## src/hdl/aslt_pkg.sv

```systemverilog
// Shared types, constants and the arctangent table for the angular sector lock table.
// Used by the core, the CORDIC and the sector controller; depends on nothing else.
`default_nettype none

package aslt_pkg;

  localparam int SLOT_COUNT_DEF = 6;
  localparam int ANGLE_BITS_DEF = 16;
  localparam int FORCE_W = 32;
  localparam int CORDIC_STEPS = 16;
  localparam int STEP_W = 4;
  localparam int XY_W = 36;

  typedef enum logic [1:0] {
    KIND_ADD   = 2'd0,
    KIND_CLEAR = 2'd1,
    KIND_CHECK = 2'd2
  } kind_t;

  typedef enum logic [1:0] {
    SEC_MERGE = 2'd0,
    SEC_PROBE = 2'd1,
    SEC_CLEAR = 2'd2
  } sec_op_t;

  typedef struct packed {
    logic    go;
    sec_op_t op;
  } sec_cmd_t;

  typedef struct packed {
    logic done;
    logic blocked;
  } sec_stat_t;

  // Arctangent of 2^-i in units of 2^-32 turns, truncated.
  function automatic logic [31:0] atan_lut(input logic [STEP_W-1:0] idx);
    logic [31:0] val;
    case (idx)
      4'd0:    val = 32'h20000000;
      4'd1:    val = 32'h12E4051E;
      4'd2:    val = 32'h09FB385B;
      4'd3:    val = 32'h051111D4;
      4'd4:    val = 32'h028B0D43;
      4'd5:    val = 32'h0145D7E1;
      4'd6:    val = 32'h00A2F61E;
      4'd7:    val = 32'h00517C55;
      4'd8:    val = 32'h0028BE53;
      4'd9:    val = 32'h00145F2F;
      4'd10:   val = 32'h000A2F98;
      4'd11:   val = 32'h000517CC;
      4'd12:   val = 32'h00028BE6;
      4'd13:   val = 32'h000145F3;
      4'd14:   val = 32'h0000A2F9;
      4'd15:   val = 32'h0000517C;
      default: val = 32'h00000000;
    endcase
    return val;
  endfunction

endpackage

`default_nettype wire

```

## src/hdl/angular_sector_lock_table_core.sv

```systemverilog
// Angular sector lock table: stream front end, dispatch and result register.
// Path to output valid: other kinds go direct; an add walks every slot, then places the
// merged sector; a clear empties slots; a check: 16 CORDIC steps, one RAM read per slot.
// One item is in flight at a time; the next input transfer is taken the cycle after
// the result enters the output register, while that result may still wait there.
// Synchronous active-low reset empties every slot; slot contents are not cleared.
`default_nettype none

module angular_sector_lock_table_core #(
  parameter int SLOT_COUNT = aslt_pkg::SLOT_COUNT_DEF,
  parameter int ANGLE_BITS = aslt_pkg::ANGLE_BITS_DEF
) (
  input  wire         clk,
  input  wire         rst_n,
  input  wire         in_tvalid,
  output logic        in_tready,
  input  wire  [95:0] in_tdata,   // start_angle, end_angle, force_x, force_y
  input  wire  [1:0]  in_tuser,   // kind
  output logic        out_tvalid,
  input  wire         out_tready,
  output logic [63:0] out_tdata,  // force_out_x, force_out_y
  output logic [0:0]  out_tuser   // blocked
);

  import aslt_pkg::*;

  typedef enum logic [3:0] {
    T_IDLE   = 4'b0001,
    T_CORDIC = 4'b0010,
    T_SECT   = 4'b0100,
    T_PUSH   = 4'b1000
  } top_state_t;

  top_state_t                st_r, st_nxt;
  kind_t                     kind_r, kind_nxt;
  logic signed [FORCE_W-1:0] fx_r, fx_nxt;
  logic signed [FORCE_W-1:0] fy_r, fy_nxt;
  logic                      res_blk_r, res_blk_nxt;
  logic                      out_tvalid_r, out_tvalid_nxt;
  logic [63:0]               out_tdata_r, out_tdata_nxt;
  logic [0:0]                out_tuser_r, out_tuser_nxt;

  logic                      in_xfer;
  kind_t                     in_kind;
  logic signed [FORCE_W-1:0] in_fx, in_fy;
  logic                      cordic_start, cordic_done;
  logic [ANGLE_BITS-1:0]     cordic_angle;
  sec_cmd_t                  sec_cmd;
  sec_stat_t                 sec_stat;
  logic                      pass_force;

  assign in_tready = (st_r == T_IDLE);
  assign in_xfer = in_tvalid && in_tready;
  assign in_kind = kind_t'(in_tuser);
  assign in_fx = in_tdata[63:32];
  assign in_fy = in_tdata[95:64];

  aslt_cordic #(
    .ANGLE_BITS (ANGLE_BITS)
  ) u_cordic (
    .clk     (clk),
    .rst_n   (rst_n),
    .start   (cordic_start),
    .force_x (in_fx),
    .force_y (in_fy),
    .done    (cordic_done),
    .angle   (cordic_angle)
  );

  aslt_sector_ctrl #(
    .SLOT_COUNT (SLOT_COUNT),
    .ANGLE_BITS (ANGLE_BITS)
  ) u_sector_ctrl (
    .clk         (clk),
    .rst_n       (rst_n),
    .cmd         (sec_cmd),
    .add_start   (ANGLE_BITS'(in_tdata[15:0])),
    .add_end     (ANGLE_BITS'(in_tdata[31:16])),
    .probe_angle (cordic_angle),
    .stat        (sec_stat)
  );

  always_comb begin
    st_nxt = st_r;
    kind_nxt = kind_r;
    fx_nxt = fx_r;
    fy_nxt = fy_r;
    res_blk_nxt = res_blk_r;
    out_tvalid_nxt = out_tvalid_r && !out_tready;
    out_tdata_nxt = out_tdata_r;
    out_tuser_nxt = out_tuser_r;
    cordic_start = 1'b0;
    sec_cmd.go = 1'b0;
    sec_cmd.op = SEC_MERGE;
    pass_force = (kind_r == KIND_CHECK) && !res_blk_r;

    case (st_r)
      T_IDLE: begin
        if (in_xfer) begin
          kind_nxt = in_kind;
          fx_nxt = in_fx;
          fy_nxt = in_fy;
          case (in_kind)
            KIND_ADD: begin
              sec_cmd.go = 1'b1;
              sec_cmd.op = SEC_MERGE;
              st_nxt = T_SECT;
            end
            KIND_CLEAR: begin
              sec_cmd.go = 1'b1;
              sec_cmd.op = SEC_CLEAR;
              st_nxt = T_SECT;
            end
            KIND_CHECK: begin
              cordic_start = 1'b1;
              st_nxt = T_CORDIC;
            end
            default: begin
              res_blk_nxt = 1'b0;
              st_nxt = T_PUSH;
            end
          endcase
        end
      end
      T_CORDIC: begin
        if (cordic_done) begin
          sec_cmd.go = 1'b1;
          sec_cmd.op = SEC_PROBE;
          st_nxt = T_SECT;
        end
      end
      T_SECT: begin
        if (sec_stat.done) begin
          res_blk_nxt = sec_stat.blocked;
          st_nxt = T_PUSH;
        end
      end
      T_PUSH: begin
        if (!out_tvalid_r || out_tready) begin
          out_tvalid_nxt = 1'b1;
          out_tdata_nxt = pass_force ? {fy_r, fx_r} : '0;
          out_tuser_nxt = (kind_r == KIND_CHECK) && res_blk_r;
          st_nxt = T_IDLE;
        end
      end
      default: begin
        st_nxt = T_IDLE;
      end
    endcase
  end

  always_ff @(posedge clk) begin
    if (!rst_n) begin
      st_r <= T_IDLE;
      out_tvalid_r <= 1'b0;
    end else begin
      st_r <= st_nxt;
      out_tvalid_r <= out_tvalid_nxt;
    end
    kind_r <= kind_nxt;
    fx_r <= fx_nxt;
    fy_r <= fy_nxt;
    res_blk_r <= res_blk_nxt;
    out_tdata_r <= out_tdata_nxt;
    out_tuser_r <= out_tuser_nxt;
  end

  assign out_tvalid = out_tvalid_r;
  assign out_tdata = out_tdata_r;
  assign out_tuser = out_tuser_r;

  a_sect_done_in_sect: assert property (@(posedge clk) disable iff (!rst_n)
    sec_stat.done |-> st_r == T_SECT)
    else $error("sector controller finished while no table operation was pending");

  a_cordic_done_in_cordic: assert property (@(posedge clk) disable iff (!rst_n)
    cordic_done |-> st_r == T_CORDIC)
    else $error("angle unit finished while no check was pending");

  a_out_from_push: assert property (@(posedge clk) disable iff (!rst_n)
    $rose(out_tvalid) |-> $past(st_r == T_PUSH))
    else $error("result appeared without passing through the push state");

  a_blocked_zero_force: assert property (@(posedge clk) disable iff (!rst_n)
    out_tvalid && out_tuser[0] |-> out_tdata == '0)
    else $error("blocked result carries a nonzero force");

endmodule

`default_nettype wire

```

## src/hdl/aslt_ram.sv

```systemverilog
// Generic single-port-write, single-port-read RAM with a registered read.
// Standalone; holds the sector slots of the lock table.
`default_nettype none

module aslt_ram #(
  parameter int WIDTH = 8,
  parameter int DEPTH = 8
) (
  input  wire                                   clk,
  input  wire                                   we,
  input  wire  [(DEPTH > 1 ? $clog2(DEPTH) : 1)-1:0] waddr,
  input  wire  [WIDTH-1:0]                      wdata,
  input  wire  [(DEPTH > 1 ? $clog2(DEPTH) : 1)-1:0] raddr,
  output logic [WIDTH-1:0]                      rdata
);

  logic [WIDTH-1:0] mem [DEPTH];

  always_ff @(posedge clk) begin
    if (we) begin
      mem[waddr] <= wdata;
    end
    rdata <= mem[raddr];
  end

endmodule

`default_nettype wire

```

## src/hdl/aslt_cordic.sv

```systemverilog
// Iterative vectoring CORDIC that finds the binary angle of a force vector.
// Depends on aslt_pkg for the step count, datapath width and arctangent table.
`default_nettype none

module aslt_cordic #(
  parameter int ANGLE_BITS = aslt_pkg::ANGLE_BITS_DEF
) (
  input  wire                               clk,
  input  wire                               rst_n,
  input  wire                               start,
  input  wire  signed [aslt_pkg::FORCE_W-1:0] force_x,
  input  wire  signed [aslt_pkg::FORCE_W-1:0] force_y,
  output logic                              done,
  output logic [ANGLE_BITS-1:0]             angle
);

  import aslt_pkg::*;

  localparam logic [31:0] ROUND_BIT = 32'd1 << (31 - ANGLE_BITS);

  logic                    busy_r, busy_nxt;
  logic                    done_r, done_nxt;
  logic [STEP_W-1:0]       step_r, step_nxt;
  logic signed [XY_W-1:0]  x_r, x_nxt;
  logic signed [XY_W-1:0]  y_r, y_nxt;
  logic [31:0]             acc_r, acc_nxt;
  logic                    zero_r, zero_nxt;
  logic [ANGLE_BITS-1:0]   ang_r, ang_nxt;

  logic signed [XY_W-1:0]  fx_ext, fy_ext;
  logic signed [XY_W-1:0]  dx, dy;
  logic signed [XY_W-1:0]  x_it, y_it;
  logic [31:0]             acc_it, acc_rnd;

  always_comb begin
    fx_ext = XY_W'(force_x);
    fy_ext = XY_W'(force_y);
    dx = y_r >>> step_r;
    dy = x_r >>> step_r;
    if (!y_r[XY_W-1]) begin
      x_it = x_r + dx;
      y_it = y_r - dy;
      acc_it = acc_r + atan_lut(step_r);
    end else begin
      x_it = x_r - dx;
      y_it = y_r + dy;
      acc_it = acc_r - atan_lut(step_r);
    end
    acc_rnd = acc_it + ROUND_BIT;

    busy_nxt = busy_r;
    done_nxt = 1'b0;
    step_nxt = step_r;
    x_nxt = x_r;
    y_nxt = y_r;
    acc_nxt = acc_r;
    zero_nxt = zero_r;
    ang_nxt = ang_r;

    if (start) begin
      busy_nxt = 1'b1;
      step_nxt = '0;
      zero_nxt = (force_x == '0) && (force_y == '0);
      if (force_x[FORCE_W-1]) begin
        x_nxt = -fx_ext;
        y_nxt = -fy_ext;
        acc_nxt = 32'h80000000;
      end else begin
        x_nxt = fx_ext;
        y_nxt = fy_ext;
        acc_nxt = '0;
      end
    end else if (busy_r) begin
      x_nxt = x_it;
      y_nxt = y_it;
      acc_nxt = acc_it;
      step_nxt = step_r + STEP_W'(1);
      if (step_r == STEP_W'(CORDIC_STEPS - 1)) begin
        busy_nxt = 1'b0;
        done_nxt = 1'b1;
        ang_nxt = zero_r ? '0 : acc_rnd[31 -: ANGLE_BITS];
      end
    end
  end

  always_ff @(posedge clk) begin
    if (!rst_n) begin
      busy_r <= 1'b0;
      done_r <= 1'b0;
      step_r <= '0;
    end else begin
      busy_r <= busy_nxt;
      done_r <= done_nxt;
      step_r <= step_nxt;
    end
    x_r <= x_nxt;
    y_r <= y_nxt;
    acc_r <= acc_nxt;
    zero_r <= zero_nxt;
    ang_r <= ang_nxt;
  end

  assign done = done_r;
  assign angle = ang_r;

endmodule

`default_nettype wire

```

## src/hdl/aslt_sector_ctrl.sv

```systemverilog
// Sector table controller: valid bits, slot RAM, merge walk and blocked probe.
// Depends on aslt_pkg for command and status types and on aslt_ram.
`default_nettype none

module aslt_sector_ctrl #(
  parameter int SLOT_COUNT = aslt_pkg::SLOT_COUNT_DEF,
  parameter int ANGLE_BITS = aslt_pkg::ANGLE_BITS_DEF
) (
  input  wire                      clk,
  input  wire                      rst_n,
  input  wire aslt_pkg::sec_cmd_t  cmd,
  input  wire  [ANGLE_BITS-1:0]    add_start,
  input  wire  [ANGLE_BITS-1:0]    add_end,
  input  wire  [ANGLE_BITS-1:0]    probe_angle,
  output aslt_pkg::sec_stat_t      stat
);

  import aslt_pkg::*;

  localparam int IDX_W = (SLOT_COUNT > 1) ? $clog2(SLOT_COUNT) : 1;
  localparam int CNT_W = $clog2(SLOT_COUNT + 1);
  localparam int END_W = ANGLE_BITS + 1;
  localparam int RAM_W = ANGLE_BITS + END_W;
  localparam logic [END_W-1:0] FULL_TURN = {1'b1, {ANGLE_BITS{1'b0}}};
  localparam logic [CNT_W-1:0] LAST_CNT = CNT_W'(SLOT_COUNT);

  typedef enum logic [2:0] {
    C_IDLE  = 3'b001,
    C_WALK  = 3'b010,
    C_PLACE = 3'b100
  } ctl_state_t;

  ctl_state_t            st_r, st_nxt;
  logic [CNT_W-1:0]      cnt_r, cnt_nxt;
  sec_op_t               op_r, op_nxt;
  logic [SLOT_COUNT-1:0] valid_r, valid_nxt;
  logic [SLOT_COUNT-1:0] hit_r, hit_nxt;
  logic [IDX_W-1:0]      first_r, first_nxt;
  logic                  found_r, found_nxt;
  logic [END_W-1:0]      s_r, s_nxt;
  logic [END_W-1:0]      e_r, e_nxt;
  logic [ANGLE_BITS-1:0] ang_r, ang_nxt;
  logic                  blk_r, blk_nxt;
  logic                  done_r, done_nxt;

  logic                  ram_we;
  logic [IDX_W-1:0]      ram_raddr;
  logic [RAM_W-1:0]      ram_wdata;
  logic [RAM_W-1:0]      ram_rdata;

  logic [CNT_W-1:0]      prev_cnt;
  logic [IDX_W-1:0]      slot_idx;
  logic [END_W-1:0]      ts_ext, te_raw, te_unw, ang_ext;
  logic [END_W-1:0]      add_s_ext, add_e_ext, e_fix;
  logic                  m_hit, p_blk;
  logic [END_W-1:0]      m_s, m_e;

  aslt_ram #(
    .WIDTH (RAM_W),
    .DEPTH (SLOT_COUNT)
  ) u_slot_ram (
    .clk   (clk),
    .we    (ram_we),
    .waddr (first_r),
    .wdata (ram_wdata),
    .raddr (ram_raddr),
    .rdata (ram_rdata)
  );

  always_comb begin
    prev_cnt = cnt_r - CNT_W'(1);
    slot_idx = prev_cnt[IDX_W-1:0];
    ts_ext = {1'b0, ram_rdata[RAM_W-1:END_W]};
    te_raw = ram_rdata[END_W-1:0];
    te_unw = (ts_ext > te_raw) ? te_raw + FULL_TURN : te_raw;
    ang_ext = {1'b0, ang_r};
    add_s_ext = {1'b0, add_start};
    add_e_ext = {1'b0, add_end};
    e_fix = (e_r > FULL_TURN) ? e_r - FULL_TURN : e_r;
    ram_wdata = {s_r[ANGLE_BITS-1:0], e_fix};

    m_hit = 1'b0;
    m_s = s_r;
    m_e = e_r;
    if (!valid_r[slot_idx]) begin
      m_hit = 1'b1;
    end else begin
      if (ts_ext < s_r && te_unw > s_r) begin
        m_hit = 1'b1;
        m_s = ts_ext;
      end
      if (te_unw > e_r && ts_ext < e_r) begin
        m_hit = 1'b1;
        m_e = te_unw;
      end
    end

    p_blk = valid_r[slot_idx] &&
            ((ts_ext < ang_ext && ang_ext < te_raw) ||
             (ts_ext > te_raw && (ts_ext < ang_ext || ang_ext < te_raw)));
  end

  always_comb begin
    st_nxt = st_r;
    cnt_nxt = cnt_r;
    op_nxt = op_r;
    valid_nxt = valid_r;
    hit_nxt = hit_r;
    first_nxt = first_r;
    found_nxt = found_r;
    s_nxt = s_r;
    e_nxt = e_r;
    ang_nxt = ang_r;
    blk_nxt = blk_r;
    done_nxt = 1'b0;
    ram_we = 1'b0;
    ram_raddr = '0;

    case (st_r)
      C_IDLE: begin
        if (cmd.go) begin
          case (cmd.op)
            SEC_MERGE: begin
              s_nxt = add_s_ext;
              e_nxt = (add_start > add_end) ? add_e_ext + FULL_TURN : add_e_ext;
              hit_nxt = '0;
              found_nxt = 1'b0;
              op_nxt = SEC_MERGE;
              cnt_nxt = CNT_W'(1);
              st_nxt = C_WALK;
            end
            SEC_PROBE: begin
              ang_nxt = probe_angle;
              blk_nxt = 1'b0;
              op_nxt = SEC_PROBE;
              cnt_nxt = CNT_W'(1);
              st_nxt = C_WALK;
            end
            default: begin
              valid_nxt = '0;
              blk_nxt = 1'b0;
              done_nxt = 1'b1;
            end
          endcase
        end
      end
      C_WALK: begin
        ram_raddr = (cnt_r == LAST_CNT) ? '0 : cnt_r[IDX_W-1:0];
        if (op_r == SEC_PROBE) begin
          blk_nxt = blk_r | p_blk;
        end else begin
          s_nxt = m_s;
          e_nxt = m_e;
          if (m_hit) begin
            hit_nxt[slot_idx] = 1'b1;
            if (!found_r) begin
              found_nxt = 1'b1;
              first_nxt = slot_idx;
            end
          end
        end
        if (cnt_r == LAST_CNT) begin
          if (op_r == SEC_PROBE) begin
            done_nxt = 1'b1;
            st_nxt = C_IDLE;
          end else begin
            st_nxt = C_PLACE;
          end
        end else begin
          cnt_nxt = cnt_r + CNT_W'(1);
        end
      end
      C_PLACE: begin
        if (found_r) begin
          ram_we = 1'b1;
          valid_nxt = (valid_r & ~hit_r) | (SLOT_COUNT'(1) << first_r);
        end
        blk_nxt = 1'b0;
        done_nxt = 1'b1;
        st_nxt = C_IDLE;
      end
      default: begin
        st_nxt = C_IDLE;
      end
    endcase
  end

  always_ff @(posedge clk) begin
    if (!rst_n) begin
      st_r <= C_IDLE;
      cnt_r <= '0;
      valid_r <= '0;
      done_r <= 1'b0;
    end else begin
      st_r <= st_nxt;
      cnt_r <= cnt_nxt;
      valid_r <= valid_nxt;
      done_r <= done_nxt;
    end
    op_r <= op_nxt;
    hit_r <= hit_nxt;
    first_r <= first_nxt;
    found_r <= found_nxt;
    s_r <= s_nxt;
    e_r <= e_nxt;
    ang_r <= ang_nxt;
    blk_r <= blk_nxt;
  end

  assign stat.done = done_r;
  assign stat.blocked = blk_r;

endmodule

`default_nettype wire
```

## config.mk

```make
export PLATFORM = sky130hd
export DESIGN_NAME = angular_sector_lock_table_core
export DESIGN_NICKNAME = d
export VERILOG_FILES = /design/src/hdl/aslt_pkg.sv /design/src/hdl/angular_sector_lock_table_core.sv /design/src/hdl/aslt_ram.sv /design/src/hdl/aslt_cordic.sv /design/src/hdl/aslt_sector_ctrl.sv
export SDC_FILE = /design/constraint.sdc
export NUM_CORES = 2
export LEC_CHECK = 0
export ABC_AREA = 1
export BUFFER_PORTS_ARGS = -buffer_cell sky130_fd_sc_hd__clkbuf_2
export CORE_MARGIN = 2
export CORE_UTILIZATION = 45
export DETAILED_ROUTE_END_ITERATION = 10
export GPL_TIMING_DRIVEN = 1
export PLACE_DENSITY = 0.67
export SKIP_CTS_REPAIR_TIMING = 1
export SLEW_MARGIN = 10
export SYNTH_ARGS = -nofsm -noshare
export SYNTH_HDL_FRONTEND = slang
export SYNTH_SLANG_ARGS = --single-unit
```

## constraint.sdc

```tcl
create_clock -name clk -period 7.55 [get_ports clk]
set_input_delay 1.1325 -clock clk [delete_from_list [all_inputs] [get_ports clk]]
set_output_delay 1.1325 -clock clk [all_outputs]
set_load 0.03 [all_outputs]
```

# ---- Word level (Yosys, flattened, before mapping)
# Memories as Yosys holds them, arrays and structs flattened. A register that Yosys moved wholly into a read port is not among the register bits.
# Index checks and enable logic that the tools add are counted.
dict set report totals {
  elab_cells 252
  ram_bits 198
  mem_count 3
  rom_bits 960
  reg_bits 340
  input_bits 102
  output_inout_bits 67
}
# name words width rd rd_ports_with_merged_regs wr line
set mem_list {}
lappend mem_list {{(no name shown)} 16 30 1 1 0 aslt_pkg.sv:39} ;# case (idx)
lappend mem_list {{(no name shown)} 16 30 1 1 0 aslt_pkg.sv:39}
lappend mem_list {u_sector_ctrl.u_slot_ram.mem 6 33 1 1 1 aslt_ram.sv:17} ;# logic [WIDTH-1:0] mem [DEPTH];
dict set report op_classes {
  bitwise 10
  muxes 102
  n_shift 3
  n_reduce_logical 47
  eq_ne 33
  add_sub_neg 15
  magnitude_cmp 11
}
# cell count
set ops {}
lappend ops {{36-bit 2-to-1 mux} 8}
lappend ops {{17-bit 2-to-1 mux} 13}
lappend ops {{32-bit 2-to-1 mux} 6}
lappend ops {{36-bit adder} 2}
lappend ops {{32-bit negator with 36-bit output} 2}
lappend ops {{36-bit by 4-bit >>> shifter with 36-bit output} 2}
lappend ops {{36-bit subtractor} 2}
lappend ops {{17-bit one-hot mux with 2 select lines} 2}
lappend ops {{32-bit zero test} 2}
lappend ops {{16-bit by 17-bit less-than comparator with 1-bit output} 3}
lappend ops {{6-bit 2-to-1 mux} 7}
lappend ops {{17-bit greater-than comparator} 2}
lappend ops {{3-bit 2-to-1 mux} 11}
lappend ops {{32-bit by 16-bit adder with 32-bit output (second input constant)} 1}
lappend ops {{32-bit adder} 1}
lappend ops {{1-bit 2-to-1 mux} 32}
lappend ops {{4-bit 2-to-1 mux} 8}
lappend ops {{32-bit subtractor} 1}
lappend ops {{3-bit one-hot mux with 2 select lines} 4}
lappend ops {{6-bit one-hot mux with 2 select lines} 2}
lappend ops {{4-bit AND reduction} 6}
lappend ops {{2-bit by 1-bit inequality test with 1-bit output (second input constant)} 10}
lappend ops {{2-bit inequality test (second input constant)} 9}
lappend ops {{16-bit by 17-bit adder with 17-bit output (second input constant)} 1}
lappend ops {{other kinds (45)} 84}

# ---- Longest topological paths before layout
dict set report depth {
  word_depth 10
  ltp_mapped 34
  mapped_depth_nobuf 31
}

# ---- By module
# Synthesis repeated with hierarchy kept, for this count alone.
dict set report unflattened {
  hier_cells 5115
  area_unflattened_um2 39704.3
}
# module cells_per_inst n_inst area_per_inst_um2 seq_area_each_um2
set by_module_without_submodules {}
lappend by_module_without_submodules {aslt_cordic 3336 1 20001.7 4354.2}
lappend by_module_without_submodules {aslt_ram 646 1 8389.3 6606.3}
lappend by_module_without_submodules {aslt_sector_ctrl 801 1 6416.2 2092.0}
lappend by_module_without_submodules {angular_sector_lock_table_core 332 1 4897.2 4063.9}

# ---- Least setup slack after synthesis
# Ideal clock, no wire load.
dict set report synth_path {
  path_type {input to register}
  startpoint {in in_tvalid}
  endpoint {reg u_cordic.acc_r[0] (enable)}
  t_arrival_ps 6957
  required_ps 7092
  n_path_buf 0
  cell_stages 6
  setup_ps 458
  path_slack_ps 135
  cell_sequence {inv_1 nor2_1 nand3_2 clkinv_1 nor2_1 inv_1}
}
dict set report synth_via {
  elab_chain_len 4
}
# item line
set synth_rtl {}
lappend synth_rtl {{start: declaration} angular_sector_lock_table_core.sv:15} ;# input wire in_tvalid,
lappend synth_rtl {{1-bit logical AND} angular_sector_lock_table_core.sv:53} ;# assign in_xfer = in_tvalid && in_tready;
lappend synth_rtl {{1-bit 2-to-1 mux} angular_sector_lock_table_core.sv:99} ;# if (in_xfer) begin
lappend synth_rtl {{1-bit 2-to-1 mux} angular_sector_lock_table_core.sv:97} ;# case (st_r)
lappend synth_rtl {{2-bit nonzero test (no line)} --}
lappend synth_rtl {{end signal: assignment} aslt_cordic.sv:98} ;# acc_r <= acc_nxt;
lappend synth_rtl {{end: declaration} aslt_cordic.sv:26} ;# logic [31:0] acc_r, acc_nxt;
# Every way passes these cells.
# A chain may end at the register's enable or synchronous reset.

# ---- Worst setup path after layout
dict set report layout_path {
  startpoint {reg u_cordic.step_r[3]}
  endpoint {reg u_cordic.x_r[22], data pin}
}
dict set report layout_via {
  elab_chain_len 5
  word_cells_on_any_way 6
  cone_classes {2 x add/sub; 1 x shift; 3 x mux}
}
# item line
set layout_rtl {}
lappend layout_rtl {{start: declaration} aslt_cordic.sv:23} ;# logic [STEP_W-1:0] step_r, step_nxt;
lappend layout_rtl {{start signal: assignment} aslt_cordic.sv:94} ;# step_r <= step_nxt;
lappend layout_rtl {{36-bit by 4-bit >>> shifter with 36-bit output *} aslt_cordic.sv:38} ;# dx = y_r >>> step_r;
lappend layout_rtl {{36-bit adder or 36-bit subtractor (tied branches)} {aslt_cordic.sv:41, aslt_cordic.sv:45}}
lappend layout_rtl {{36-bit 2-to-1 mux *} aslt_cordic.sv:40} ;# if (!y_r[XY_W-1]) begin
lappend layout_rtl {{36-bit 2-to-1 mux *} aslt_cordic.sv:73} ;# end else if (busy_r) begin
lappend layout_rtl {{36-bit 2-to-1 mux *} aslt_cordic.sv:60} ;# if (start) begin
lappend layout_rtl {{net u_cordic.x_nxt[22]} aslt_cordic.sv:24} ;# logic signed [XY_W-1:0] x_r, x_nxt;
lappend layout_rtl {{end signal: assignment} aslt_cordic.sv:96} ;# x_r <= x_nxt;
lappend layout_rtl {{end: declaration} aslt_cordic.sv:24}
# The timed path passes the listed nets; every way through them passes the cells marked *. The select of a mux whose other input is x is not followed.

==> report_table.html <==
<table>
<tr><th>Metric</th><th>Value</th></tr>
<tr><th colspan="2">Die</th></tr>
<tr><td>Die H</td><td>300.6 um</td></tr>
<tr><td>Core outline area</td><td>a little under 0.09 mm^2</td></tr>
<tr><td>Initial Util</td><td>a little under half</td></tr>
<tr><td>Cell row count</td><td>between 100 and 150</td></tr>
<tr><td>DIE WIDTH</td><td>between 300 and 400 um</td></tr>
<tr><td>Die ar.</td><td>between 0.09 and 0.1 mm^2</td></tr>
<tr><td>I/O pin total</td><td>169</td></tr>
<tr><th colspan="2">Critical path</th></tr>
<tr><td>Startpoint-to-endpoint class of the critical path</td><td>flop to flop</td></tr>
<tr><td>Max stage delay on crit path</td><td>approximately 0.52 ns</td></tr>
<tr><td>Start of the worst register-to-register path</td><td>u_cordic.step_r[3]$_SDFFE_PP0P_</td></tr>
<tr><td>Worst Path Required</td><td>7.92 ns</td></tr>
<tr><td>Worst R2R Setup Slack</td><td>2.00 ns</td></tr>
<tr><td>Most common cell type on the critical path</td><td>nand2_1</td></tr>
<tr><td>Launching element of the worst setup path</td><td>u_cordic.step_r[3]$_SDFFE_PP0P_</td></tr>
<tr><td>Maximum fanout encountered on the critical timing path</td><td>61</td></tr>
<tr><td>Sort of element at the start of the critical path</td><td>flop</td></tr>
<tr><td>Worst-case reg-to-reg path depth</td><td>23</td></tr>
<tr><td>Arrival time of the worst setup path</td><td>5.92 ns</td></tr>
<tr><td>Worst Setup End Kind</td><td>flop</td></tr>
<tr><td>Cell with the largest stage delay on the worst path</td><td>buf_4</td></tr>
<tr><td>Destination of the worst register-to-register timing path</td><td>u_cordic.x_r[22]$_DFFE_PP_</td></tr>
<tr><td>Series of cell instances along the critical path</td><td>buf_4 &gt; inv_2 &gt; buf_4 &gt; nand3_1 &gt; nand2_1 &gt; ha_1 &gt; nand3_1 &gt; inv_2 &gt; nand2_2 &gt; nand2_1 &gt; xnor2_1 &gt; ha_1 &gt; nand2_1 &gt; nor2_1 &gt; inv_1 &gt; o21ai_0 &gt; a21oi_1 &gt; o21ai_0 &gt; nand2_1 &gt; nand2_1 &gt; nand2_1 &gt; nand2_1 &gt; o22ai_1</td></tr>
<tr><th colspan="2">Synth</th></tr>
<tr><td>Share of flip-flops with an asynchronous set or reset</td><td>0%</td></tr>
<tr><td>Post-synthesis area per instance</td><td>7.892 um^2</td></tr>
<tr><td>Number of flops mapped to enable cells by yosys</td><td>512</td></tr>
<tr><td>Main area contributors after synthesis</td><td>edfxtp_1, nand2_1, ha_1, nand3_1, inv_1</td></tr>
<tr><td>Cells after synthesis</td><td>5016</td></tr>
<tr><td>Distinct cells, synth</td><td>57</td></tr>
<tr><td>Synthesized area</td><td>approximately 0.040 mm^2</td></tr>
<tr><td>Synthesis warning total</td><td>0</td></tr>
<tr><td>Proportion of synthesized chip area in sequential cells</td><td>43.24%</td></tr>
<tr><td>Syn nets</td><td>5364</td></tr>
<tr><td>Largest area contributor in the netlist</td><td>edfxtp_1</td></tr>
<tr><td>Number of flip-flops and latches in the synthesized netlist</td><td>599</td></tr>
<tr><td>Post-synth top area share</td><td>38.84%</td></tr>
<tr><td>Most frequently used flop master after synthesis</td><td>edfxtp_1</td></tr>
<tr><th colspan="2">Finish</th></tr>
<tr><td>Ratio of cells with drive above 1 in the final layout</td><td>roughly 8.5%</td></tr>
<tr><td>Number of inserted filler cells in the final layout</td><td>8376</td></tr>
<tr><td>Area Growth Syn to Fin</td><td>10.85%</td></tr>
<tr><td>Number of antenna diodes</td><td>0</td></tr>
<tr><td>Fraction of the core area covered by cells at the end of the flow</td><td>50.42%</td></tr>
<tr><td>Nets</td><td>5490</td></tr>
<tr><th colspan="2">Detailed routing</th></tr>
<tr><td>WL/cell</td><td>18.79 um</td></tr>
<tr><td>Avg Vias per Cell</td><td>5.518</td></tr>
<tr><td>Total iterations of the first detailed-routing run</td><td>6</td></tr>
<tr><td>Count of routing violations after the opening detailed-route iteration</td><td>3244</td></tr>
<tr><td>WL final</td><td>119300 um</td></tr>
<tr><td>Number of routed nets with antenna violations</td><td>0</td></tr>
<tr><td>Number of vias after detailed routing</td><td>35.06k</td></tr>
<tr><td>Number of remaining DRC errors</td><td>0</td></tr>
<tr><th colspan="2">Clock tree</th></tr>
<tr><td>Clock Tree Root</td><td>clkbuf_16</td></tr>
<tr><td>Maximum number of buffers from clock root to sink</td><td>3</td></tr>
<tr><td>Total CTS buffers</td><td>69</td></tr>
<tr><td>Clock tree from TritonCTS</td><td>yes</td></tr>
<tr><td>CTS Sinks</td><td>599</td></tr>
<tr><td>H-tree depth</td><td>3</td></tr>
<tr><td>Clock slew at the register clock pins of the worst setup and hold paths</td><td>0.07 ns</td></tr>
<tr><td>Clk_lat worst skew</td><td>between 0.6 and 0.7 ns</td></tr>
<tr><th colspan="2">Timing</th></tr>
<tr><td>Post-route clock period utilization</td><td>73.57%</td></tr>
<tr><td>Sum of negative setup slack</td><td>0 ns</td></tr>
<tr><td>Worst Slack Setup Final</td><td>around 2.0 ns</td></tr>
<tr><td>Count of final hold-check violations</td><td>0</td></tr>
<tr><td>Clock skew</td><td>0.03916 ns</td></tr>
<tr><td>Unrepaired setup endpoints after global routing</td><td>no</td></tr>
<tr><td>Relative slew slack</td><td>34.50%</td></tr>
<tr><td>Final Critical Period</td><td>5.555 ns</td></tr>
<tr><td>Transition time at the pin with the least slew margin</td><td>0.9735 ns</td></tr>
<tr><td>Timing-limited maximum frequency</td><td>~0.18 GHz</td></tr>
<tr><td>Count of final setup violators</td><td>0</td></tr>
<tr><td>Slew Limit Fails</td><td>0</td></tr>
<tr><th colspan="2">Power</th></tr>
<tr><td>Max VDD drop</td><td>between 0.15 and 0.2 mV</td></tr>
<tr><td>Power Dens Cells</td><td>296.6 mW/mm^2</td></tr>
<tr><td>Lkg Pwr</td><td>18.99 nW</td></tr>
<tr><th colspan="2">Run status</th></tr>
<tr><td>Result of the run</td><td>finished, final reports clean</td></tr>
<tr><th colspan="2">GRT</th></tr>
<tr><td>Gr usage total</td><td>between 20% and 30%</td></tr>
<tr><td>Via count of the first global-routing pass</td><td>32.84k</td></tr>
<tr><td>Number of antenna violations at the first check in global routing</td><td>0</td></tr>
<tr><td>GRT overflow</td><td>0</td></tr>
<tr><td>Maximum number of pins on one net before global-route repair</td><td>81</td></tr>
<tr><td>First-pass GRT wire length</td><td>183700 um</td></tr>
<tr><th colspan="2">Place</th></tr>
<tr><td>Setup WS pre-CTS</td><td>between 2 and 2.5 ns</td></tr>
<tr><td>Buffers added on ports</td><td>between 150 and 200</td></tr>
<tr><td>Gp weighted congestion</td><td>1.008</td></tr>
<tr><td>Detailed-placement wirelength estimate</td><td>89380 um</td></tr>
<tr><th colspan="2">Hold path</th></tr>
<tr><td>WHS Path Cells</td><td>0</td></tr>
<tr><td>Worst hold endpoint</td><td>u_sector_ctrl.ang_r[10]$_DFFE_PP_</td></tr>
<tr><td>Path category of the worst min-delay check</td><td>flop to flop</td></tr>
<tr><td>Hold Path Origin</td><td>u_cordic.angle[10]$_SDFFCE_PP0P_</td></tr>
<tr><th colspan="2">Job</th></tr>
<tr><td>Max cap viols</td><td>0</td></tr>
</table>
-- critical path: cells and delay by family, from the launching register on --
family                     cells  cell delay [ns]
AOI/OAI and AO/OA              4             1.25
and+or+nand+nor               11             1.38
xor gates and xnor gates       1             0.19
buffers and inverters          5             1.52
adders and majority gates      2             0.63
DFF                            1             0.31
-- cells in the final DEF, fill, tap and decap left out, drive strengths merged, types with 33 or more instances in the layout --
cell type	count
xnor2	51
clkbuf	252
nand3	527
o22ai	39
edfxtp	512
o21ai	382
buf	40
dfxtp	87
a21oi	304
nand2	1156
xor2	67
mux2i	33
inv	595
nand4	61
nor2	559
nor3	66
ha	243
-- metrics by stage --
step / std cells / hold slack, ns / instance area [um^2] / total power [mW]
2_1_floorplan: 5016 / 0.4003 / 39590 / 8.097
5_1_grt: 6353 / 0.4238 / 43880 / 13.86
4_1_cts: 6353 / 0.4191 / 43880 / 13.00
3_3_place_gp: 6226 / 0.4011 / 41590 / 9.564
6_report: 6353 / 0.4173 / 43880 / 13.01
3_5_place_dp: 6226 / 0.4045 / 41590 / 9.600
-- kinds of logic after synthesis --
group	Yosys count	synth area share, %
adder cells (fa/ha/maj)	246	7.832
XOR/XNOR	118	2.611
multiplexers	33	0.8344
buffers and inverters	740	7.311
AO/OA/AOI/OAI	852	11.73
AND/OR/NAND/NOR	2428	26.44
flip-flops	599	43.24
-- layout make-up --
class / count / area, um^2 / share of cell area, %
clock buffers: 84 / 1864 / 4.249
flip-flops and latches: 599 / 17120 / 39.02
multi-input cells: 3677 / 19680 / 44.84
inverters: 587 / 2208 / 5.033
repair buffers: 208 / 1141 / 2.601
well taps: 1155 / 1445 / 3.293
clock inverters: 43 / 422.9 / 0.9638
-- synth_stat cells (7+ instances only) --
cell      instances
a211oi_1          8
a21boi_0          8
a21oi_1         304
a31oi_1          18
and2_1            7
buf_1            18
buf_2            46
buf_4             7
clkbuf_1         78
dfxtp_1          87
edfxtp_1        512
ha_1            243
inv_1           576
mux2i_1          33
nand2_1        1131
nand2_2          21
nand3_1         506
nand3_2          21
nand4_1          60
nor2_1          539
nor2_2           14
nor3_1           61
nor4_1           25
o211ai_1         27
o21a_1           12
o21ai_0         360
o21ai_1          18
o21bai_1         14
o22ai_1          39
o31ai_1          18
or2_2            12
xnor2_1          51
xor2_1           67
-- state kept, by name (all words and copies together) (netlist names), 2 cells and up, named ones only --
name	flops
u_sector_ctrl.u_slot_ram.rdata	33
u_sector_ctrl.hit_r	6
u_sector_ctrl.e_r	17
kind_r	2
u_sector_ctrl.s_r	16
u_sector_ctrl.ang_r	16
u_cordic.y_r	36
fx_r	32
st_r	4
out_tdata	64
fy_r	32
u_sector_ctrl.valid_r	6
u_sector_ctrl.cnt_r	3
u_sector_ctrl.u_slot_ram.mem	198
u_sector_ctrl.first_r	3
u_cordic.step_r	4
u_sector_ctrl.st_r	3
u_cordic.acc_r	32
u_cordic.x_r	36
u_cordic.angle	16
-- power by group --
group	internal, mW	switching, mW	leakage [nW]
registers	4.26	0.384	5.40
logic	1.59	3.40	12.5
clock network	1.93	1.44	1.12
total	7.78	5.23	19.0
-- how the worst max path moves through the flow --
stage                                                  to  slack (ns)  cells after the start
final                          u_cordic.x_r[22]$_DFFE_PP_        2.00                     23
after detailed placement       u_cordic.x_r[22]$_DFFE_PP_        2.15                     23
after floorplan           u_cordic.acc_r[0]$_SDFFCE_PP0P_        0.14                      6
after CTS                      u_cordic.x_r[22]$_DFFE_PP_        2.17                     23
after global placement         u_cordic.x_r[16]$_DFFE_PP_        2.19                     19
after global routing           u_cordic.x_r[29]$_DFFE_PP_        1.78                     22
-- per-layer routing --
metal / track usage, % / routed length [um]
met4: 8.991 / 4130
met2: 43.25 / 55950
met3: 2.980 / 7115
met1: 35.22 / 52150
met5: 0 / 0
Power figures use the tool's default switching activity.
